===== src/rtl/tlpq_pkg.sv =====
// ----------------------------------------------------------------------------
// tlpq_pkg
// Shared types and codes for the three-level priority queue.
// ----------------------------------------------------------------------------
package tlpq_pkg;

	// request modes
	localparam logic [1:0] MODE_ADD    = 2'd0;
	localparam logic [1:0] MODE_REPRIO = 2'd1;
	localparam logic [1:0] MODE_SERVE  = 2'd2;
	localparam logic [1:0] MODE_SEARCH = 2'd3;

	// queue levels; also used as the memory page of each queue
	localparam logic [1:0] LVL_NONE = 2'd0;
	localparam logic [1:0] LVL_HIGH = 2'd1;
	localparam logic [1:0] LVL_MID  = 2'd2;
	localparam logic [1:0] LVL_LOW  = 2'd3;

	// result status codes
	localparam logic [2:0] ST_OK        = 3'd0;
	localparam logic [2:0] ST_BAD_TIME  = 3'd1;
	localparam logic [2:0] ST_NOT_FOUND = 3'd2;
	localparam logic [2:0] ST_BAD_LEVEL = 3'd3;
	localparam logic [2:0] ST_UNCHANGED = 3'd4;
	localparam logic [2:0] ST_EMPTY     = 3'd5;
	localparam logic [2:0] ST_FULL      = 3'd6;

	// time stamp limits
	localparam logic [4:0] MAX_HOUR   = 5'd23;
	localparam logic [5:0] MAX_MINUTE = 6'd59;

	// one queue entry, 42 bits
	typedef struct packed {
		logic [30:0] id;
		logic [4:0]  hour;
		logic [5:0]  minute;
	} entry_t;

endpackage


===== src/rtl/three_level_priority_queue.sv =====
// ----------------------------------------------------------------------------
// three_level_priority_queue
// Three FIFO queues (high, mid, low) kept packed with the head at entry 0,
// all held in one synchronous memory with one read and one write port.
// ----------------------------------------------------------------------------
//
//  channel   dir   handshake                 payload
//  request   in    start & !busy             mode, entry_id, stamp_hour,
//                                            stamp_minute, new_level
//  result    out   done (one-cycle strobe)   status, out_id, out_hour,
//                                            out_minute, out_level
//
// Add appends to the low queue tail. Search: one memory read per cycle while
// walking a queue, over the high, mid and low queues in turn. Serve and
// reprioritize (low queue only) walk the same way, then close the gap behind
// the removed entry through the single memory port pair, one entry at a time.
// The result beat comes as the close-up starts; busy stays high until it ends.
// Reset clears state and counts. No back-pressure: done is high for one cycle.
//
module three_level_priority_queue #(
	parameter int QUEUE_DEPTH = 16
) (
	input  logic        clk,
	input  logic        arst_n,
	input  logic        start,
	output logic        busy,
	input  logic [1:0]  mode,
	input  logic [30:0] entry_id,
	input  logic [4:0]  stamp_hour,
	input  logic [5:0]  stamp_minute,
	input  logic [7:0]  new_level,
	output logic        done,
	output logic [2:0]  status,
	output logic [30:0] out_id,
	output logic [4:0]  out_hour,
	output logic [5:0]  out_minute,
	output logic [1:0]  out_level
);

	localparam int IW = (QUEUE_DEPTH > 1) ? $clog2(QUEUE_DEPTH) : 1;
	localparam int CW = $clog2(QUEUE_DEPTH + 1);
	localparam int AW = IW + 2;
	localparam logic [CW-1:0] DEPTH_C = CW'(QUEUE_DEPTH);

	localparam logic [1:0] S_IDLE  = 2'd0;
	localparam logic [1:0] S_START = 2'd1;
	localparam logic [1:0] S_SCAN  = 2'd2;
	localparam logic [1:0] S_SHIFT = 2'd3;

	// state and request registers
	logic [1:0]  state_q, state_d;
	logic [1:0]  mode_q;
	logic [30:0] id_q;
	logic [4:0]  hour_q;
	logic [5:0]  minute_q;
	logic [7:0]  level_q;

	// walk control
	logic [1:0]    q_q, q_d;
	logic [CW-1:0] idx_q, idx_d;
	logic [CW-1:0] cmp_idx_q, cmp_idx_d;
	logic          cmp_v_q, cmp_v_d;

	// queue fill counts
	logic [CW-1:0] hi_cnt_q, hi_cnt_d;
	logic [CW-1:0] mid_cnt_q, mid_cnt_d;
	logic [CW-1:0] low_cnt_q, low_cnt_d;

	// result registers
	logic                done_q, done_d;
	logic [2:0]          status_q, status_d;
	tlpq_pkg::entry_t    res_q, res_d;
	logic [1:0]          res_lvl_q, res_lvl_d;

	// memory port
	tlpq_pkg::entry_t mem [0:(1 << AW) - 1];
	tlpq_pkg::entry_t rdata_q;
	tlpq_pkg::entry_t wr_data;
	logic             rd_en, wr_en;
	logic [AW-1:0]    rd_addr, wr_addr;

	// walk helpers
	logic [CW-1:0] cur_cnt;
	logic [CW-1:0] dst_cnt;
	logic [CW-1:0] wpos;
	logic          hit;
	logic          lvl_hm;

	assign busy       = (state_q != S_IDLE);
	assign done       = done_q;
	assign status     = status_q;
	assign out_id     = res_q.id;
	assign out_hour   = res_q.hour;
	assign out_minute = res_q.minute;
	assign out_level  = res_lvl_q;

	// count of the queue being walked
	always_comb begin
		case (q_q)
			tlpq_pkg::LVL_HIGH: cur_cnt = hi_cnt_q;
			tlpq_pkg::LVL_MID:  cur_cnt = mid_cnt_q;
			default:            cur_cnt = low_cnt_q;
		endcase
	end

	assign dst_cnt = (level_q == 8'(tlpq_pkg::LVL_HIGH)) ? hi_cnt_q : mid_cnt_q;
	assign lvl_hm  = (level_q == 8'(tlpq_pkg::LVL_HIGH)) ||
	                 (level_q == 8'(tlpq_pkg::LVL_MID));
	assign hit     = cmp_v_q && ((mode_q == tlpq_pkg::MODE_SERVE) || (rdata_q.id == id_q));
	assign wpos    = cmp_idx_q - CW'(1);

	// sequencer
	always_comb begin
		state_d   = state_q;
		q_d       = q_q;
		idx_d     = idx_q;
		cmp_idx_d = cmp_idx_q;
		cmp_v_d   = cmp_v_q;
		hi_cnt_d  = hi_cnt_q;
		mid_cnt_d = mid_cnt_q;
		low_cnt_d = low_cnt_q;
		done_d    = 1'b0;
		status_d  = status_q;
		res_d     = res_q;
		res_lvl_d = res_lvl_q;
		rd_en     = 1'b0;
		rd_addr   = '0;
		wr_en     = 1'b0;
		wr_addr   = '0;
		wr_data   = rdata_q;

		case (state_q)
			S_IDLE: begin
				if (start) begin
					state_d = S_START;
				end
			end

			S_START: begin
				idx_d   = '0;
				cmp_v_d = 1'b0;
				case (mode_q)
					tlpq_pkg::MODE_ADD: begin
						done_d    = 1'b1;
						res_d     = '0;
						res_lvl_d = tlpq_pkg::LVL_NONE;
						state_d   = S_IDLE;
						if (hour_q > tlpq_pkg::MAX_HOUR || minute_q > tlpq_pkg::MAX_MINUTE) begin
							status_d = tlpq_pkg::ST_BAD_TIME;
						end else if (low_cnt_q >= DEPTH_C) begin
							status_d = tlpq_pkg::ST_FULL;
						end else begin
							status_d       = tlpq_pkg::ST_OK;
							wr_en          = 1'b1;
							wr_addr        = {tlpq_pkg::LVL_LOW, low_cnt_q[IW-1:0]};
							wr_data.id     = id_q;
							wr_data.hour   = hour_q;
							wr_data.minute = minute_q;
							low_cnt_d      = low_cnt_q + CW'(1);
						end
					end
					tlpq_pkg::MODE_REPRIO: begin
						q_d     = tlpq_pkg::LVL_LOW;
						state_d = S_SCAN;
					end
					default: begin
						q_d     = tlpq_pkg::LVL_HIGH;
						state_d = S_SCAN;
					end
				endcase
			end

			// one read per cycle; compare the entry read the cycle before
			S_SCAN: begin
				if (hit) begin
					done_d    = 1'b1;
					res_d     = rdata_q;
					res_lvl_d = q_q;
					status_d  = tlpq_pkg::ST_OK;
					idx_d     = cmp_idx_q + CW'(1);
					cmp_v_d   = 1'b0;
					state_d   = S_IDLE;
					case (mode_q)
						tlpq_pkg::MODE_SERVE: begin
							state_d = S_SHIFT;
						end
						tlpq_pkg::MODE_REPRIO: begin
							if (level_q == 8'(tlpq_pkg::LVL_LOW)) begin
								status_d = tlpq_pkg::ST_UNCHANGED;
							end else if (!lvl_hm) begin
								status_d  = tlpq_pkg::ST_BAD_LEVEL;
								res_d     = '0;
								res_lvl_d = tlpq_pkg::LVL_NONE;
							end else if (dst_cnt >= DEPTH_C) begin
								status_d  = tlpq_pkg::ST_FULL;
								res_d     = '0;
								res_lvl_d = tlpq_pkg::LVL_NONE;
							end else begin
								// append to the target tail, then close the low gap
								res_lvl_d = level_q[1:0];
								wr_en     = 1'b1;
								wr_addr   = {level_q[1:0], dst_cnt[IW-1:0]};
								wr_data   = rdata_q;
								if (level_q == 8'(tlpq_pkg::LVL_HIGH)) begin
									hi_cnt_d = hi_cnt_q + CW'(1);
								end else begin
									mid_cnt_d = mid_cnt_q + CW'(1);
								end
								state_d = S_SHIFT;
							end
						end
						default: begin
						end
					endcase
				end else if (idx_q < cur_cnt) begin
					rd_en     = 1'b1;
					rd_addr   = {q_q, idx_q[IW-1:0]};
					idx_d     = idx_q + CW'(1);
					cmp_idx_d = idx_q;
					cmp_v_d   = 1'b1;
				end else if (q_q == tlpq_pkg::LVL_LOW) begin
					// every queue in range walked without a match
					done_d    = 1'b1;
					res_d     = '0;
					res_lvl_d = tlpq_pkg::LVL_NONE;
					status_d  = (mode_q == tlpq_pkg::MODE_SERVE) ? tlpq_pkg::ST_EMPTY
					                                             : tlpq_pkg::ST_NOT_FOUND;
					cmp_v_d   = 1'b0;
					state_d   = S_IDLE;
				end else begin
					q_d     = q_q + 2'd1;
					idx_d   = '0;
					cmp_v_d = 1'b0;
				end
			end

			// move each entry after the removed one down by one
			S_SHIFT: begin
				if (cmp_v_q) begin
					wr_en   = 1'b1;
					wr_addr = {q_q, wpos[IW-1:0]};
					wr_data = rdata_q;
				end
				if (idx_q < cur_cnt) begin
					rd_en     = 1'b1;
					rd_addr   = {q_q, idx_q[IW-1:0]};
					idx_d     = idx_q + CW'(1);
					cmp_idx_d = idx_q;
					cmp_v_d   = 1'b1;
				end else begin
					cmp_v_d = 1'b0;
					state_d = S_IDLE;
					case (q_q)
						tlpq_pkg::LVL_HIGH: hi_cnt_d  = hi_cnt_q - CW'(1);
						tlpq_pkg::LVL_MID:  mid_cnt_d = mid_cnt_q - CW'(1);
						default:            low_cnt_d = low_cnt_q - CW'(1);
					endcase
				end
			end

			default: begin
				state_d = S_IDLE;
			end
		endcase
	end

	// control registers
	always_ff @(posedge clk or negedge arst_n) begin
		if (!arst_n) begin
			state_q   <= S_IDLE;
			q_q       <= tlpq_pkg::LVL_HIGH;
			idx_q     <= '0;
			cmp_idx_q <= '0;
			cmp_v_q   <= 1'b0;
			hi_cnt_q  <= '0;
			mid_cnt_q <= '0;
			low_cnt_q <= '0;
			done_q    <= 1'b0;
		end else begin
			state_q   <= state_d;
			q_q       <= q_d;
			idx_q     <= idx_d;
			cmp_idx_q <= cmp_idx_d;
			cmp_v_q   <= cmp_v_d;
			hi_cnt_q  <= hi_cnt_d;
			mid_cnt_q <= mid_cnt_d;
			low_cnt_q <= low_cnt_d;
			done_q    <= done_d;
		end
	end

	// request capture and result payload
	always_ff @(posedge clk) begin
		if (start && !busy) begin
			mode_q   <= mode;
			id_q     <= entry_id;
			hour_q   <= stamp_hour;
			minute_q <= stamp_minute;
			level_q  <= new_level;
		end
		status_q  <= status_d;
		res_q     <= res_d;
		res_lvl_q <= res_lvl_d;
	end

	// queue memory, registered read
	always_ff @(posedge clk) begin
		if (wr_en) begin
			mem[wr_addr] <= wr_data;
		end
		if (rd_en) begin
			rdata_q <= mem[rd_addr];
		end
	end

	// checks
	a_port_no_clash: assert property (@(posedge clk) disable iff (!arst_n)
		!(wr_en && rd_en && (wr_addr == rd_addr)))
		else $error("read and write hit the same entry");

	a_count_bound: assert property (@(posedge clk) disable iff (!arst_n)
		(hi_cnt_q <= DEPTH_C) && (mid_cnt_q <= DEPTH_C) && (low_cnt_q <= DEPTH_C))
		else $error("queue count beyond depth");

	a_single_beat: assert property (@(posedge clk) disable iff (!arst_n)
		done_q |=> !done_q)
		else $error("two result beats back to back");

	a_empty_report: assert property (@(posedge clk) disable iff (!arst_n)
		(done_q && (status_q != tlpq_pkg::ST_OK) && (status_q != tlpq_pkg::ST_UNCHANGED))
		|-> ((res_lvl_q == tlpq_pkg::LVL_NONE) && (res_q == '0)))
		else $error("entry reported with a failing status");

	a_shift_count: assert property (@(posedge clk) disable iff (!arst_n)
		(state_q == S_SHIFT) |-> (cur_cnt != '0))
		else $error("close-up on an empty queue");

endmodule

===== config.mk =====
export PLATFORM = sky130hd
export DESIGN_NAME = three_level_priority_queue
export DESIGN_NICKNAME = d
export VERILOG_FILES = /design/src/rtl/tlpq_pkg.sv /design/src/rtl/three_level_priority_queue.sv
export SDC_FILE = /design/constraint.sdc
export NUM_CORES = 2
export LEC_CHECK = 0
export ABC_CLOCK_PERIOD_IN_PS = 7100
export BUFFER_PORTS_ARGS = -buffer_cell sky130_fd_sc_hd__buf_4
export CORE_ASPECT_RATIO = 0.9
export CORE_MARGIN = 3
export CORE_UTILIZATION = 40
export CTS_BUF_LIST = sky130_fd_sc_hd__clkbuf_8
export DETAILED_ROUTE_END_ITERATION = 7
export PLACE_DENSITY = 0.58
export SYNTH_ARGS = -nofsm -noshare
export SYNTH_HDL_FRONTEND = slang
export SYNTH_SLANG_ARGS = --single-unit

===== constraint.sdc =====
create_clock -name clk -period 7.1 [get_ports clk]
set_clock_uncertainty 0.15 [all_clocks]
set_input_delay 1.775 -clock clk [delete_from_list [all_inputs] [get_ports clk]]
set_output_delay 1.775 -clock clk [all_outputs]
set_load 0.02 [all_outputs]

==> summary.txt <==
CTS
  • CTS tree: yes
  • Clock root cell: clkbuf_8
  • CTS hold repair buffers: 0
  • # Post-CTS Setup Buffers: 0
  • H-tree depth: 5
  • Deepest clock path buffer count: 4
  • Clk_lat worst skew: approximately 1.1 ns
  • CTS Buf Count: 436
  • CTS sink cnt: 2,860
  • CTS resizes: 0
  • Worst-path clk slew: 0.08 ns

Routing
  • DR vias/cell: 6.02
  • DRT iter0 DRCs: 9,501
  • Met3 WL: between 40 and 50 mm
  • Met2 wire len: 157 mm
  • Final wirelength: 359 mm
  • First-pass iteration count of the detailed router: 7
  • DR WL/cell: about 33 um
  • Drc violations: 0
  • Top layer used by detailed routing: met4
  • Post-route ant nets: 0
  • Met1 WL: 147 mm
  • Vias post-DR: 65,900

Logic synthesis
  • Syn_area_per_cell: around 17 sq um
  • Synth unique cells: 75
  • Synth Instances: 6,493
  • Ranking of synthesized cells by area: edfxtp_1, mux4_2, mux2i_1
  • Top_reg_cell synth: edfxtp_1
  • Number of synthesized flops with an enable pin: 2,829
  • Syn Nets: 6,577
  • FF+latch count, synth: roughly 2,900
  • Cell with the most instances after synthesis: edfxtp_1
  • Synth area leader: edfxtp_1
  • Yosys warns: 0
  • Async set-reset flop share out of synthesis: 0.0108
  • Top cell type's share of synthesized area: 0.764
  • Sequential area share after synthesis: 0.771
  • Synth Cell Area: about 110,000 sq um
  • Post-synth top cells: edfxtp_1, nand2_1, a21oi_1

Floorplan
  • Total I/O pin count: 104
  • Die area: 284,000 sq um
  • Core area: 276,000 sq um
  • Chip height: 506 um
  • Initial Util: 0.403
  • Die Wd: 562 um
  • Site Rows: 183

Power and ir drop
  • Leakage: 0.0399 uW
  • PD cells: between 300 and 400 nW/um^2
  • Max VDD drop: 0.344 mV

Min path
  • HP Class: reg -> reg
  • Worst min-delay path startpoint: cmp_idx_q[4]

Global route
  • Initial antenna violation count: 12
  • Remaining Overflow, GRT: 0
  • Pin count of the biggest net entering global routing: 110
  • Gr usage total: 0.247
  • Vias in the first global route: roughly 64,000
  • First-pass GRT wire length: 500 mm

Timing
  • Tcrit/Tclk final: 0.854
  • FMAX: 165 MHz
  • Final min period: 6.07 ns
  • Final setup violation count: 0
  • Max Transition Viols Final: 0
  • Slew @ Worst Pin: 1.34 ns
  • Final hold violations: 0
  • Unrepaired setup endpoints after global routing: false
  • Max_slew headroom: 0.101
  • Final TNS setup: 0 ns
  • Final worst slack: 1.03 ns

Final layout
  • Share of layout cells above drive strength 1: 0.182
  • Storage cell area: ~86,000 sq um
  • Layout Nets: 6,990
  • Area of the multi-input gates: 24,700 sq um
  • Synth-to-Final Area Change: 14.1%
  • Filler cell count: roughly 24,000

Setup path
  • Max stage delay on crit path: 0.67 ns
  • Required time of the worst setup path: 7.83 ns
  • Worst setup path start: q_q[0]
  • WP buf/inv: 4
  • CP max FO: 58
  • Crit path max-delay family: compound AO/OA/AOI/OAI gates
  • Slowest cell on crit path: dfstp_2
  • Critical path type: reg -> reg
  • Crit path capture type: flop
  • Crit path launch type: flop
  • Critical path arrival: 6.79 ns
  • Reg-to-Reg Start: q_q[0]
  • Critical-path cell list: inv_1 -> ha_1 -> nor2_1 -> a21oi_1 -> ha_1 -> or3_1 -> a2111o_1 -> a21oi_1 -> o21ai_2 -> buf_4 -> a21oi_4 -> buf_12 -> buf_4 -> o221ai_1 -> o2111ai_1 -> or4_1

Placed design
  • Dpl ws: 1.13 ns
  • Detail Placement HPWL: 198 mm
  • Port Buffers: slightly above 100
  • Final RePlAce weighted congestion: 0.891

Run status
  • Outcome: finished clean

Flow run
  • Max cap viols: 0
[area by class of cell]
cell class,instances,share of cell area
antenna,8,0.000158
clock buffer,445,0.0482
clock inverter,327,0.0137
inverter,30,0.000946
multi-input combinational,3213,0.194
sequential,2860,0.675
tap,3700,0.0365
timing repair buffer,365,0.0308
[cell families (layout without fill, tap and decap cells)]
logic type,after synthesis,count (layout),share of synthesized area
AOI/OAI and AO/OA,1216,1216,0.0710
and+or+nand+nor,1190,1190,0.0468
muxes,725,725,0.0891
buffers and inverters,420,1167,0.0147
adders and majority gates,29,29,0.00346
other,0,8,0
DFF,2860,2860,0.771
xor gates and xnor gates,53,53,0.00417
[power breakdown]
part | switching (uW) | leakage [uW] | total (uW) | internal, uW
registers | 740 | 0.0259 | 22800 | 22100
clock network | 6420 | 0.00452 | 12700 | 6250
logic | 8980 | 0.00946 | 12100 | 3090
total | 16100 | 0.0399 | 47600 | 31400
[per-layer routing]
metal  up-vias  GRT usage
li1      26900          -
met1     34200      0.359
met2      4207      0.358
met3       601     0.0676
met4         0     0.0795
met5         -          0
[state kept, by name, summed over array words and instances, names as in the netlist, 5 cells and up]
register / flops
id_q: 31
hi_cnt_q: 5
rdata_q: 42
idx_q: 5
cmp_idx_q: 5
out_hour: 5
out_minute: 6
minute_q: 6
out_id: 31
hour_q: 5
mem: 2688
level_q: 8
low_cnt_q: 5
mid_cnt_q: 5
[per-stage QoR]
step / cell area (sq um) / util / total power, uW / cells / hold WS (ns)
2_1_floorplan: 111000 / - / 29300 / 6493 / 0.343
3_3_place_gp: 119000 / 0.431 / 34800 / 10200 / 0.386
3_5_place_dp: 119000 / 0.431 / 35000 / 10200 / 0.378
4_1_cts: 127000 / 0.459 / 47600 / 10900 / 0.393
5_1_grt: 127000 / 0.459 / 49000 / 10900 / 0.417
6_report: 127000 / 0.459 / 47600 / 10900 / 0.387
[final timing paths]
path,cells after the start,slack [ns],end
max,16,1.03,rdata_q[41]
min,1,0.39,cmp_idx_q[4]
max reg2reg,16,1.03,rdata_q[41]
min reg2reg,1,0.39,cmp_idx_q[4]
max in group asynchronous,1,5.85,idx_q[1]
min in group asynchronous,1,0.56,cmp_v_q
[worst register-to-register path, stage by stage, from the launching register on]
cell and delay [ns]:
dfstp_2 0.67, inv_1 0.18, ha_1 0.47, nor2_1 0.17, a21oi_1 0.06, ha_1 0.23, or3_1 0.39, a2111o_1 0.40
a21oi_1 0.28, o21ai_2 0.24, buf_4 0.28, a21oi_4 0.24, buf_12 0.33, buf_4 0.74, o221ai_1 0.25, o2111ai_1 0.66
or4_1 0.21
[placed cells by master, fill, tap and decap left out, drive strengths merged, types with 11 or more instances in the layout]
| cell | netlist | routed |
|---|---|---|
| nand2 | 533 | 533 |
| xor2 | 37 | 37 |
| nor2 | 353 | 353 |
| a211oi | 18 | 18 |
| nor4 | 11 | 11 |
| nand3 | 70 | 70 |
| o221ai | 193 | 193 |
| ha | 26 | 26 |
| clkbuf | 292 | 445 |
| nor3 | 58 | 58 |
| dfrtp | 30 | 30 |
| o22ai | 143 | 143 |
| buf | 98 | 365 |
| edfxtp | 2829 | 2829 |
| o2111ai | 75 | 75 |
| o211ai | 127 | 127 |
| mux2i | 435 | 435 |
| or4 | 77 | 77 |
| xnor2 | 16 | 16 |
| a21oi | 447 | 447 |
| inv | 27 | 172 |
| mux2 | 86 | 86 |
| mux4 | 204 | 204 |
| bufinv | 0 | 12 |
| o21ai | 139 | 139 |
| and2 | 43 | 43 |
| clkinv | 3 | 169 |
(Power assumes the default switching activity.)
